### config.mk
export PLATFORM = sky130hd
export DESIGN_NAME = refcounted_entry_cache_unit
export DESIGN_NICKNAME = d
export VERILOG_FILES = /design/src/hdl/rcec_pkg.sv /design/src/hdl/rcec_slot_store.sv /design/src/hdl/refcounted_entry_cache_unit.sv
export SDC_FILE = /design/constraint.sdc
export NUM_CORES = 1
export LEC_CHECK = 0
export BUFFER_PORTS_ARGS = -buffer_cell sky130_fd_sc_hd__clkbuf_2
export CAP_MARGIN = 20
export CORE_UTILIZATION = 47
export DETAILED_ROUTE_END_ITERATION = 16
export GPL_TIMING_DRIVEN = 0
export MAX_ROUTING_LAYER = met4
export REMOVE_ABC_BUFFERS = 1
export SYNTH_ARGS = -nofsm -noshare
export SYNTH_HDL_FRONTEND = slang
export SYNTH_HIERARCHICAL = 1
export SYNTH_SLANG_ARGS = --single-unit
### constraint.sdc
create_clock -name clock -period 5.3 [get_ports clock]
set_clock_uncertainty 0.15 [all_clocks]
set_input_delay 0.53 -clock clock [delete_from_list [all_inputs] [get_ports clock]]
set_output_delay 0.53 -clock clock [all_outputs]
set_load 0.01 [all_outputs]
### src/hdl/rcec_pkg.sv
// shared types and codes for the refcounted entry cache
// no dependencies; used by the slot store, the top level and the checker
`default_nettype none

package rcec_pkg;

   localparam int SLOTS_DEFAULT = 32;
   localparam logic [7:0] COUNT_MAX = 8'hFF;

   typedef enum logic [1:0] {
      CMD_ACQUIRE = 2'd0,
      CMD_DUP     = 2'd1,
      CMD_RELEASE = 2'd2,
      CMD_MARK    = 2'd3
   } cmd_type;

   typedef enum logic [1:0] {
      STATUS_OK        = 2'd0,
      STATUS_FULL      = 2'd1,
      STATUS_UNDERFLOW = 2'd2,
      STATUS_OVERFLOW  = 2'd3
   } status_type;

   // one slot as held in the store
   typedef struct packed {
      logic [15:0] key;
      logic        is_tagged;
      logic [7:0]  count;
      logic        valid;
   } entry_type;

endpackage

`default_nettype wire

### src/hdl/rcec_slot_store.sv
// slot table memory with one registered read port and one write port
// depends on rcec_pkg; never-written slots read as untagged, count zero, not valid
`default_nettype none

module rcec_slot_store #(
   parameter int SLOTS = rcec_pkg::SLOTS_DEFAULT,
   localparam int SW = (SLOTS > 2) ? $clog2(SLOTS) : 1
) (
   input  wire logic                clock,
   input  wire logic                reset,
   input  wire logic                rd_en,
   input  wire logic [SW-1:0]       rd_addr,
   output rcec_pkg::entry_type      rd_entry,
   input  wire logic                wr_en,
   input  wire logic [SW-1:0]       wr_addr,
   input  wire rcec_pkg::entry_type wr_entry
);

   rcec_pkg::entry_type mem [SLOTS];
   rcec_pkg::entry_type rd_data_ff;
   logic [SLOTS-1:0]    written_ff;
   logic                rd_written_ff;

   // memory array, registered read
   always_ff @(posedge clock) begin
      if (wr_en) begin
         mem[wr_addr] <= wr_entry;
      end
      if (rd_en) begin
         rd_data_ff <= mem[rd_addr];
      end
   end

   // per-slot written flags, cleared by reset
   always_ff @(posedge clock) begin
      if (reset) begin
         written_ff    <= '0;
         rd_written_ff <= 1'b0;
      end else begin
         if (wr_en) begin
            written_ff[wr_addr] <= 1'b1;
         end
         if (rd_en) begin
            rd_written_ff <= written_ff[rd_addr];
         end
      end
   end

   // unwritten slot shows its reset value
   assign rd_entry = rd_written_ff ? rd_data_ff : '0;

endmodule

`default_nettype wire

### src/hdl/refcounted_entry_cache_unit.sv
// refcounted entry cache: sequencer around the slot store
// depends on rcec_pkg and rcec_slot_store
//
//   channel | direction | handshake            | contents
//   req     | in        | req_tvalid/tready    | command, key, slot, links flag
//   rsp     | out       | rsp_tvalid/tready    | slot, status, flags, count
//
// acquire walks the slot store one slot per cycle through its single read
// port, and stops early on a key hit.
// dup, release and mark_valid read one slot and write it back.
// reset is synchronous; it clears the per-slot written flags at once, no sweep.
// a result waiting in the output register holds the last step of the next
// request until it is taken; the next request is accepted meanwhile.
`default_nettype none

module refcounted_entry_cache_unit #(
   parameter int SLOTS = rcec_pkg::SLOTS_DEFAULT
) (
   input  wire logic        clock,
   input  wire logic        reset,
   // request: tdata = object_key[15:0], slot_index[20:16], links_gone[21], zero pad
   input  wire logic        req_tvalid,
   output logic             req_tready,
   input  wire logic [23:0] req_tdata,
   // request: tuser = command[1:0]
   input  wire logic [1:0]  req_tuser,
   // result: tdata = result_slot[4:0], freshly_claimed[5], contents_valid[6],
   //         count_after[14:7], destroy_needed[15]
   output logic             rsp_tvalid,
   input  wire logic        rsp_tready,
   output logic [15:0]      rsp_tdata,
   // result: tuser = status[1:0]
   output logic [1:0]       rsp_tuser
);

   localparam int SW = (SLOTS > 2) ? $clog2(SLOTS) : 1;
   localparam logic [SW-1:0] LAST_SLOT = SW'(SLOTS - 1);

   typedef enum logic [1:0] {
      S_IDLE,
      S_SCAN,
      S_SINGLE,
      S_EXEC
   } state_type;

   state_type           state_ff, state_in;
   rcec_pkg::cmd_type   cmd_ff, cmd_in;
   logic [15:0]         key_ff, key_in;
   logic [4:0]          idx_ff, idx_in;
   logic                links_ff, links_in;
   logic                oor_ff, oor_in;
   logic [SW-1:0]       scan_addr_ff, scan_addr_in;
   logic [SW-1:0]       data_addr_ff, data_addr_in;
   logic [SW-1:0]       target_ff, target_in;
   logic [SW-1:0]       free_slot_ff, free_slot_in;
   logic                hit_ff, hit_in;
   logic                free_found_ff, free_found_in;
   rcec_pkg::entry_type ent_ff, ent_in;
   logic                rsp_valid_ff, rsp_valid_in;
   logic [15:0]         rsp_data_ff, rsp_data_in;
   logic [1:0]          rsp_user_ff, rsp_user_in;

   logic                rd_en;
   logic [SW-1:0]       rd_addr;
   rcec_pkg::entry_type rd_entry;
   logic                wr_en;
   logic [SW-1:0]       wr_addr;
   rcec_pkg::entry_type wr_entry;

   logic                accept;
   rcec_pkg::cmd_type   req_cmd;
   logic                req_oor;
   logic                scan_hit;
   logic                fire;

   // results of the execute step
   logic                   want_wr;
   logic [4:0]             res_slot;
   rcec_pkg::status_type   res_status;
   logic                   res_fresh;
   logic                   res_valid;
   logic [7:0]             res_count;
   logic                   res_destroy;

   rcec_slot_store #(
      .SLOTS (SLOTS)
   ) u_store (
      .clock    (clock),
      .reset    (reset),
      .rd_en    (rd_en),
      .rd_addr  (rd_addr),
      .rd_entry (rd_entry),
      .wr_en    (wr_en),
      .wr_addr  (wr_addr),
      .wr_entry (wr_entry)
   );

   assign req_tready = (state_ff == S_IDLE);
   assign accept     = req_tvalid && req_tready;
   assign req_cmd    = rcec_pkg::cmd_type'(req_tuser);
   assign req_oor    = (req_cmd != rcec_pkg::CMD_ACQUIRE) &&
                       (32'(req_tdata[20:16]) >= 32'(SLOTS));
   assign scan_hit   = rd_entry.is_tagged && (rd_entry.key == key_ff);
   assign fire       = (state_ff == S_EXEC) && (!rsp_valid_ff || rsp_tready);

   // execute step: new slot contents and the result fields
   always_comb begin
      want_wr     = 1'b0;
      wr_entry    = ent_ff;
      res_slot    = 5'(target_ff);
      res_status  = rcec_pkg::STATUS_OK;
      res_fresh   = 1'b0;
      res_valid   = ent_ff.valid;
      res_count   = ent_ff.count;
      res_destroy = 1'b0;
      wr_addr     = target_ff;
      if (oor_ff) begin
         res_slot  = idx_ff;
         res_valid = 1'b0;
         res_count = 8'd0;
      end else begin
         unique case (cmd_ff) inside
            rcec_pkg::CMD_ACQUIRE, rcec_pkg::CMD_DUP: begin
               if (cmd_ff == rcec_pkg::CMD_ACQUIRE && !hit_ff) begin
                  if (free_found_ff) begin
                     // claim the first zero-count slot
                     want_wr            = 1'b1;
                     wr_addr            = free_slot_ff;
                     wr_entry.key       = key_ff;
                     wr_entry.is_tagged = 1'b1;
                     wr_entry.count     = 8'd1;
                     wr_entry.valid     = 1'b0;
                     res_slot           = 5'(free_slot_ff);
                     res_fresh          = 1'b1;
                     res_valid          = 1'b0;
                     res_count          = 8'd1;
                  end else begin
                     res_slot   = 5'd0;
                     res_status = rcec_pkg::STATUS_FULL;
                     res_valid  = 1'b0;
                     res_count  = 8'd0;
                  end
               end else if (ent_ff.count == rcec_pkg::COUNT_MAX) begin
                  res_status = rcec_pkg::STATUS_OVERFLOW;
               end else begin
                  want_wr        = 1'b1;
                  wr_entry.count = ent_ff.count + 8'd1;
                  res_count      = wr_entry.count;
               end
            end
            rcec_pkg::CMD_RELEASE: begin
               if (ent_ff.count == 8'd0) begin
                  res_status = rcec_pkg::STATUS_UNDERFLOW;
               end else begin
                  want_wr        = 1'b1;
                  wr_entry.count = ent_ff.count - 8'd1;
                  res_count      = wr_entry.count;
                  // last reference gone and no links: drop the object
                  if (wr_entry.count == 8'd0 && links_ff) begin
                     wr_entry.is_tagged = 1'b0;
                     wr_entry.valid     = 1'b0;
                     res_valid          = 1'b0;
                     res_destroy        = 1'b1;
                  end
               end
            end
            rcec_pkg::CMD_MARK: begin
               want_wr        = 1'b1;
               wr_entry.valid = 1'b1;
               res_valid      = 1'b1;
            end
            default: begin
               want_wr = 1'b0;
            end
         endcase
      end
   end

   assign wr_en = fire && want_wr;

   // sequencer next state
   always_comb begin
      state_in      = state_ff;
      cmd_in        = cmd_ff;
      key_in        = key_ff;
      idx_in        = idx_ff;
      links_in      = links_ff;
      oor_in        = oor_ff;
      scan_addr_in  = scan_addr_ff;
      data_addr_in  = data_addr_ff;
      target_in     = target_ff;
      free_slot_in  = free_slot_ff;
      hit_in        = hit_ff;
      free_found_in = free_found_ff;
      ent_in        = ent_ff;
      rsp_valid_in  = rsp_valid_ff && !rsp_tready;
      rsp_data_in   = rsp_data_ff;
      rsp_user_in   = rsp_user_ff;
      rd_en         = 1'b0;
      rd_addr       = scan_addr_ff;
      unique case (state_ff)
         S_IDLE: begin
            if (accept) begin
               cmd_in        = req_cmd;
               key_in        = req_tdata[15:0];
               idx_in        = req_tdata[20:16];
               links_in      = req_tdata[21];
               oor_in        = req_oor;
               hit_in        = 1'b0;
               free_found_in = 1'b0;
               if (req_cmd == rcec_pkg::CMD_ACQUIRE) begin
                  rd_en        = 1'b1;
                  rd_addr      = '0;
                  data_addr_in = '0;
                  scan_addr_in = SW'(1);
                  state_in     = S_SCAN;
               end else begin
                  rd_en     = !req_oor;
                  rd_addr   = SW'(req_tdata[20:16]);
                  target_in = SW'(req_tdata[20:16]);
                  state_in  = S_SINGLE;
               end
            end
         end
         S_SCAN: begin
            if (scan_hit) begin
               hit_in    = 1'b1;
               target_in = data_addr_ff;
               ent_in    = rd_entry;
               state_in  = S_EXEC;
            end else begin
               // remember the first zero-count slot for a miss
               if (rd_entry.count == 8'd0 && !free_found_ff) begin
                  free_found_in = 1'b1;
                  free_slot_in  = data_addr_ff;
               end
               if (data_addr_ff == LAST_SLOT) begin
                  state_in = S_EXEC;
               end else begin
                  rd_en        = 1'b1;
                  rd_addr      = scan_addr_ff;
                  data_addr_in = scan_addr_ff;
                  scan_addr_in = scan_addr_ff + SW'(1);
               end
            end
         end
         S_SINGLE: begin
            ent_in   = rd_entry;
            state_in = S_EXEC;
         end
         S_EXEC: begin
            if (fire) begin
               rsp_valid_in = 1'b1;
               rsp_data_in  = {res_destroy, res_count, res_valid, res_fresh, res_slot};
               rsp_user_in  = res_status;
               state_in     = S_IDLE;
            end
         end
         default: begin
            state_in = S_IDLE;
         end
      endcase
   end

   // state and registered outputs
   always_ff @(posedge clock) begin
      if (reset) begin
         state_ff     <= S_IDLE;
         rsp_valid_ff <= 1'b0;
      end else begin
         state_ff     <= state_in;
         rsp_valid_ff <= rsp_valid_in;
      end
      cmd_ff        <= cmd_in;
      key_ff        <= key_in;
      idx_ff        <= idx_in;
      links_ff      <= links_in;
      oor_ff        <= oor_in;
      scan_addr_ff  <= scan_addr_in;
      data_addr_ff  <= data_addr_in;
      target_ff     <= target_in;
      free_slot_ff  <= free_slot_in;
      hit_ff        <= hit_in;
      free_found_ff <= free_found_in;
      ent_ff        <= ent_in;
      rsp_data_ff   <= rsp_data_in;
      rsp_user_ff   <= rsp_user_in;
   end

   assign rsp_tvalid = rsp_valid_ff;
   assign rsp_tdata  = rsp_data_ff;
   assign rsp_tuser  = rsp_user_ff;

endmodule

`default_nettype wire

==> metrics.md <==
| Metric | Value |
|---|---|
| Dominant cell by count in the synthesized netlist | `edfxtp_1` |
| Seq cells post-synth | `979` |
| I/O pins | `50` |
| Rows | `104` |
| Seq/Total Area, Yosys | `76.07%` |
| Worst endpoint required time | `5550 ps` |
| H-tree depth | `3` |
| Fin Hold WS | `76.90 ps` |
| Final HPWL DP | `53890 um` |
| Slowest-stage cell, CP | `a22o_4` |
| Reg area | `29040 um2` |
| DR vias | `18470` |
| FF-to-FF Start | `state_ff[0]` |
| Gr usage total | `23.73%` |
| Top cells by area, synth | `edfxtp_1 74%, mux4_2 15%, dfxtp_1 1.9%` |
| CP Cell Sequence | `inv_1 -> ha_1 -> nand2_1 -> nor2_1 -> a22o_4 -> buf_16 -> buf_16 -> mux4_2 -> mux4_2 -> mux2_2` |
| Cell internal pwr | `16.27 mW` |
| Final hold violation count | `0` |
| Seq pwr share | `46.3%` |
| Pwr/cell area | `509.8 nW/um2` |
| Share of post-route cells with drive strength above 1 | `30.21%` |
| Layout area overhead | `15.72%` |
| Worst Path Max Fanout | `32` |
| CTS resizes | `0` |
| FF-to-FF End | `u_store/rd_data_ff[8]` |
| Placed cell areas | `40840 um2` |
| Vias in the first global route | `18680` |
| Overall die width | `287.0 um` |
| Comb pwr share | `24.1%` |
| Reg2reg path depth | `10` |
| Num CTS Buffers | `98` |
| Status | `complete, no violations` |
| Sw frac | `27.76%` |
| Post-route DRC | `0` |
| Clock Sinks | `979` |
| Clock power share | `29.6%` |
| Vias per inst | `6.082` |
| Placer congestion estimate | `0.8335` |
| Hold Crit Class | `primary input to flip-flop` |
| Core box area | `80420 um2` |
| 1st-iter DRT viols | `2054` |
| Total net switching power | `6.253 mW` |
| RSZ-0062 raised after global routing | `no` |
| Deepest clock path buffer count | `3` |
| Final Cell Area | `44170 um2` |
| Port Buffers | `47` |
| Area share of the largest cell type after synthesis | `74.18%` |
| Max incr delay on CP | `670 ps` |
| Crit path kind | `flip-flop to flip-flop` |
| CP Data Arrival Time | `4960 ps` |
| Final Non-Filler Cells | `3036` |
| Diodes inserted | `0` |
| Clock root buffer | `clkbuf_16` |
| Min-Delay Startpoint | `rsp_tready` |
| Post-synth EDFFs | `943` |
| Hold endpoint | `rsp_tvalid` |
| F_max | `0.2122 GHz` |
| Leakage | `13.94 nW` |
| First-pass detailed-route iteration total | `7` |
| Post-synth top area cell | `edfxtp_1` |
| Final nets | `1939` |
| Gr ovfl total | `0` |
| Slew @ Worst Pin | `1141 ps` |
| Die area | `82370 um2` |
| Period minus WS final | `4712 ps` |
| Final setup viols | `0` |
| Critical Path End Type | `flip-flop` |
| Starting density of the core | `47.47%` |
| Top FF cell, synth | `edfxtp_1` |
| Post-CTS setup buffers | `0` |
| Max IR drop VDD | `0.3055 mV` |
| Area of the multi-input gates | `8971 um2` |
| Placed cells | `2840` |
| Async S/R FF share, synth | `0%` |
| Commonest cells in the synthesized netlist | `943 x edfxtp_1, 260 x mux4_2, 124 x nor2_1` |
| Slew Viols, Final | `0` |
| Cells after Synth | `1761` |
| WL/cell | `30.52 um` |
| Post-synthesis cell area | `38170 um2` |
| Slew HR | `23.96%` |
| Worst hold stages | `4` |
| Aggregate routed wire length | `92650 um` |
| Netlist cell types | `56` |
| First-pass GRT wire length | `132400 um` |
| Fill cells | `6051` |
| Tcrit/Tclk final | `88.91%` |
| Reg2reg setup slack | `590 ps` |
| TritonCTS clock tree | `done` |
| Hold_buf cts | `19` |
| # Max-Cap Violations | `0` |
| YS warnings | `6` |
| DIE HEIGHT | `287.0 um` |
| Clock-pin slew on the worst setup and hold paths | `60 ps` |
| Worst-Skew Late Latency | `660 ps` |
| Post-DRT Antenna Nets | `0` |
| Initial antenna violation count | `1` |
| Startpoint Class | `flip-flop` |
| Post-Syn Area per Cell | `21.68 um2` |
| Core Util, Final | `54.93%` |
| Largest net degree at the start of global routing | `56` |
## critical path: cells and delay by family (launching register included)
family                     cells  cell delay (ps)
DFF                            1              330
adders and majority gates      1              280
AOI/OAI and AO/OA              1              670
buffers and inverters          3              700
and+or+nand+nor                2              900
muxes                          3             1380
## kinds of logic (layout without fill, tap and decap cells)
kind of cell    count (synthesis)  in the layout  synth area share, %
flops                         979            979                76.07
mux                           332            332                17.40
simple gates                  252            252                3.196
buf+inv                        96            311                1.252
compound gates                 72             72                1.324
xor+xnor                       23             23               0.5277
fa+ha+maj                       7              7               0.2294
## layout by cell type, fill, tap and decap left out, drive strengths merged, types with 2 or more instances in the layout
cell,count
inv,14
o21ai,15
ha,7
nor2,127
clkinv,40
clkbuf,171
nor3,6
xnor2,16
mux2i,18
mux2,54
nand3,19
buf,59
nand2,31
xor2,7
a31oi,2
bufinv,7
a21o,6
a21oi,18
nor4,3
mux4,260
or3b,3
nand4,3
o22ai,2
nand2b,6
a22oi,6
and3,3
or3,3
edfxtp,943
dlygate4sd3,19
o21a,2
and2,35
o31ai,4
a22o,10
dfxtp,36
nand3b,5
nor2b,4
## registers in the layout, summed over array words and instances, names as in the netlist, 5 cells and up
name,flops
data_addr_ff,5
scan_addr_ff,5
u_store/written_ff,32
rsp_tdata,16
key_ff,16
free_slot_ff,5
target_ff,5
u_store/mem,832
ent_ff,26
u_store/rd_data_ff,26
## area by class of cell
cell class | instances | share of cell area, %
timing repair buffer | 125 | 3.878
multi-input combinational | 686 | 20.31
tap | 1060 | 3.002
inverter | 12 | 0.1020
clock buffer | 124 | 5.886
clock inverter | 50 | 1.088
sequential | 979 | 65.74
## power by group through the flow
stage               clock [mW]  combinational [mW]  sequential (mW)
CTS                       6.78                5.42             10.4
global placement             0                5.19             10.6
detailed placement           0                5.39             10.6
floorplan                    0                4.15             10.5
global route              7.05                5.81             10.5
finish                    6.67                5.43             10.4
## worst max-delay path by stage
stage / from / endpoint / slack (ps) / cells past startpoint
2_1_floorplan: state_ff[0] / u_store/rd_data_ff[0] / -6710 / 8
3_3_place_gp: state_ff[0] / u_store/rd_data_ff[21] / -11550 / 8
3_5_place_dp: cmd_ff[1] / u_store/mem[14][18] / 150 / 6
4_1_cts: cmd_ff[1] / u_store/mem[14][5] / 110 / 6
5_1_grt: state_ff[0] / u_store/rd_data_ff[8] / 280 / 10
6_report: state_ff[0] / u_store/rd_data_ff[8] / 590 / 10
## metal layers
metal	share of wire [%]	GRT usage, %	up-vias
li1	-	-	7592
met1	43	33.94	9921
met2	47	35.83	766
met3	6.8	3.103	187
met4	2.9	7.380	0
met5	0	-	-
## metrics by stage
step / setup slack, ps / setup TNS [ps] / total power, mW
after floorplan: -6714 / -180620 / 14.65
after global placement: -11550 / -1853700 / 15.81
after detailed placement: 146.1 / 0 / 15.98
after CTS: 109.2 / 0 / 22.62
after global routing: 279.8 / 0 / 23.33
final: 587.9 / 0 / 22.52
(Power assumes the default switching activity.)
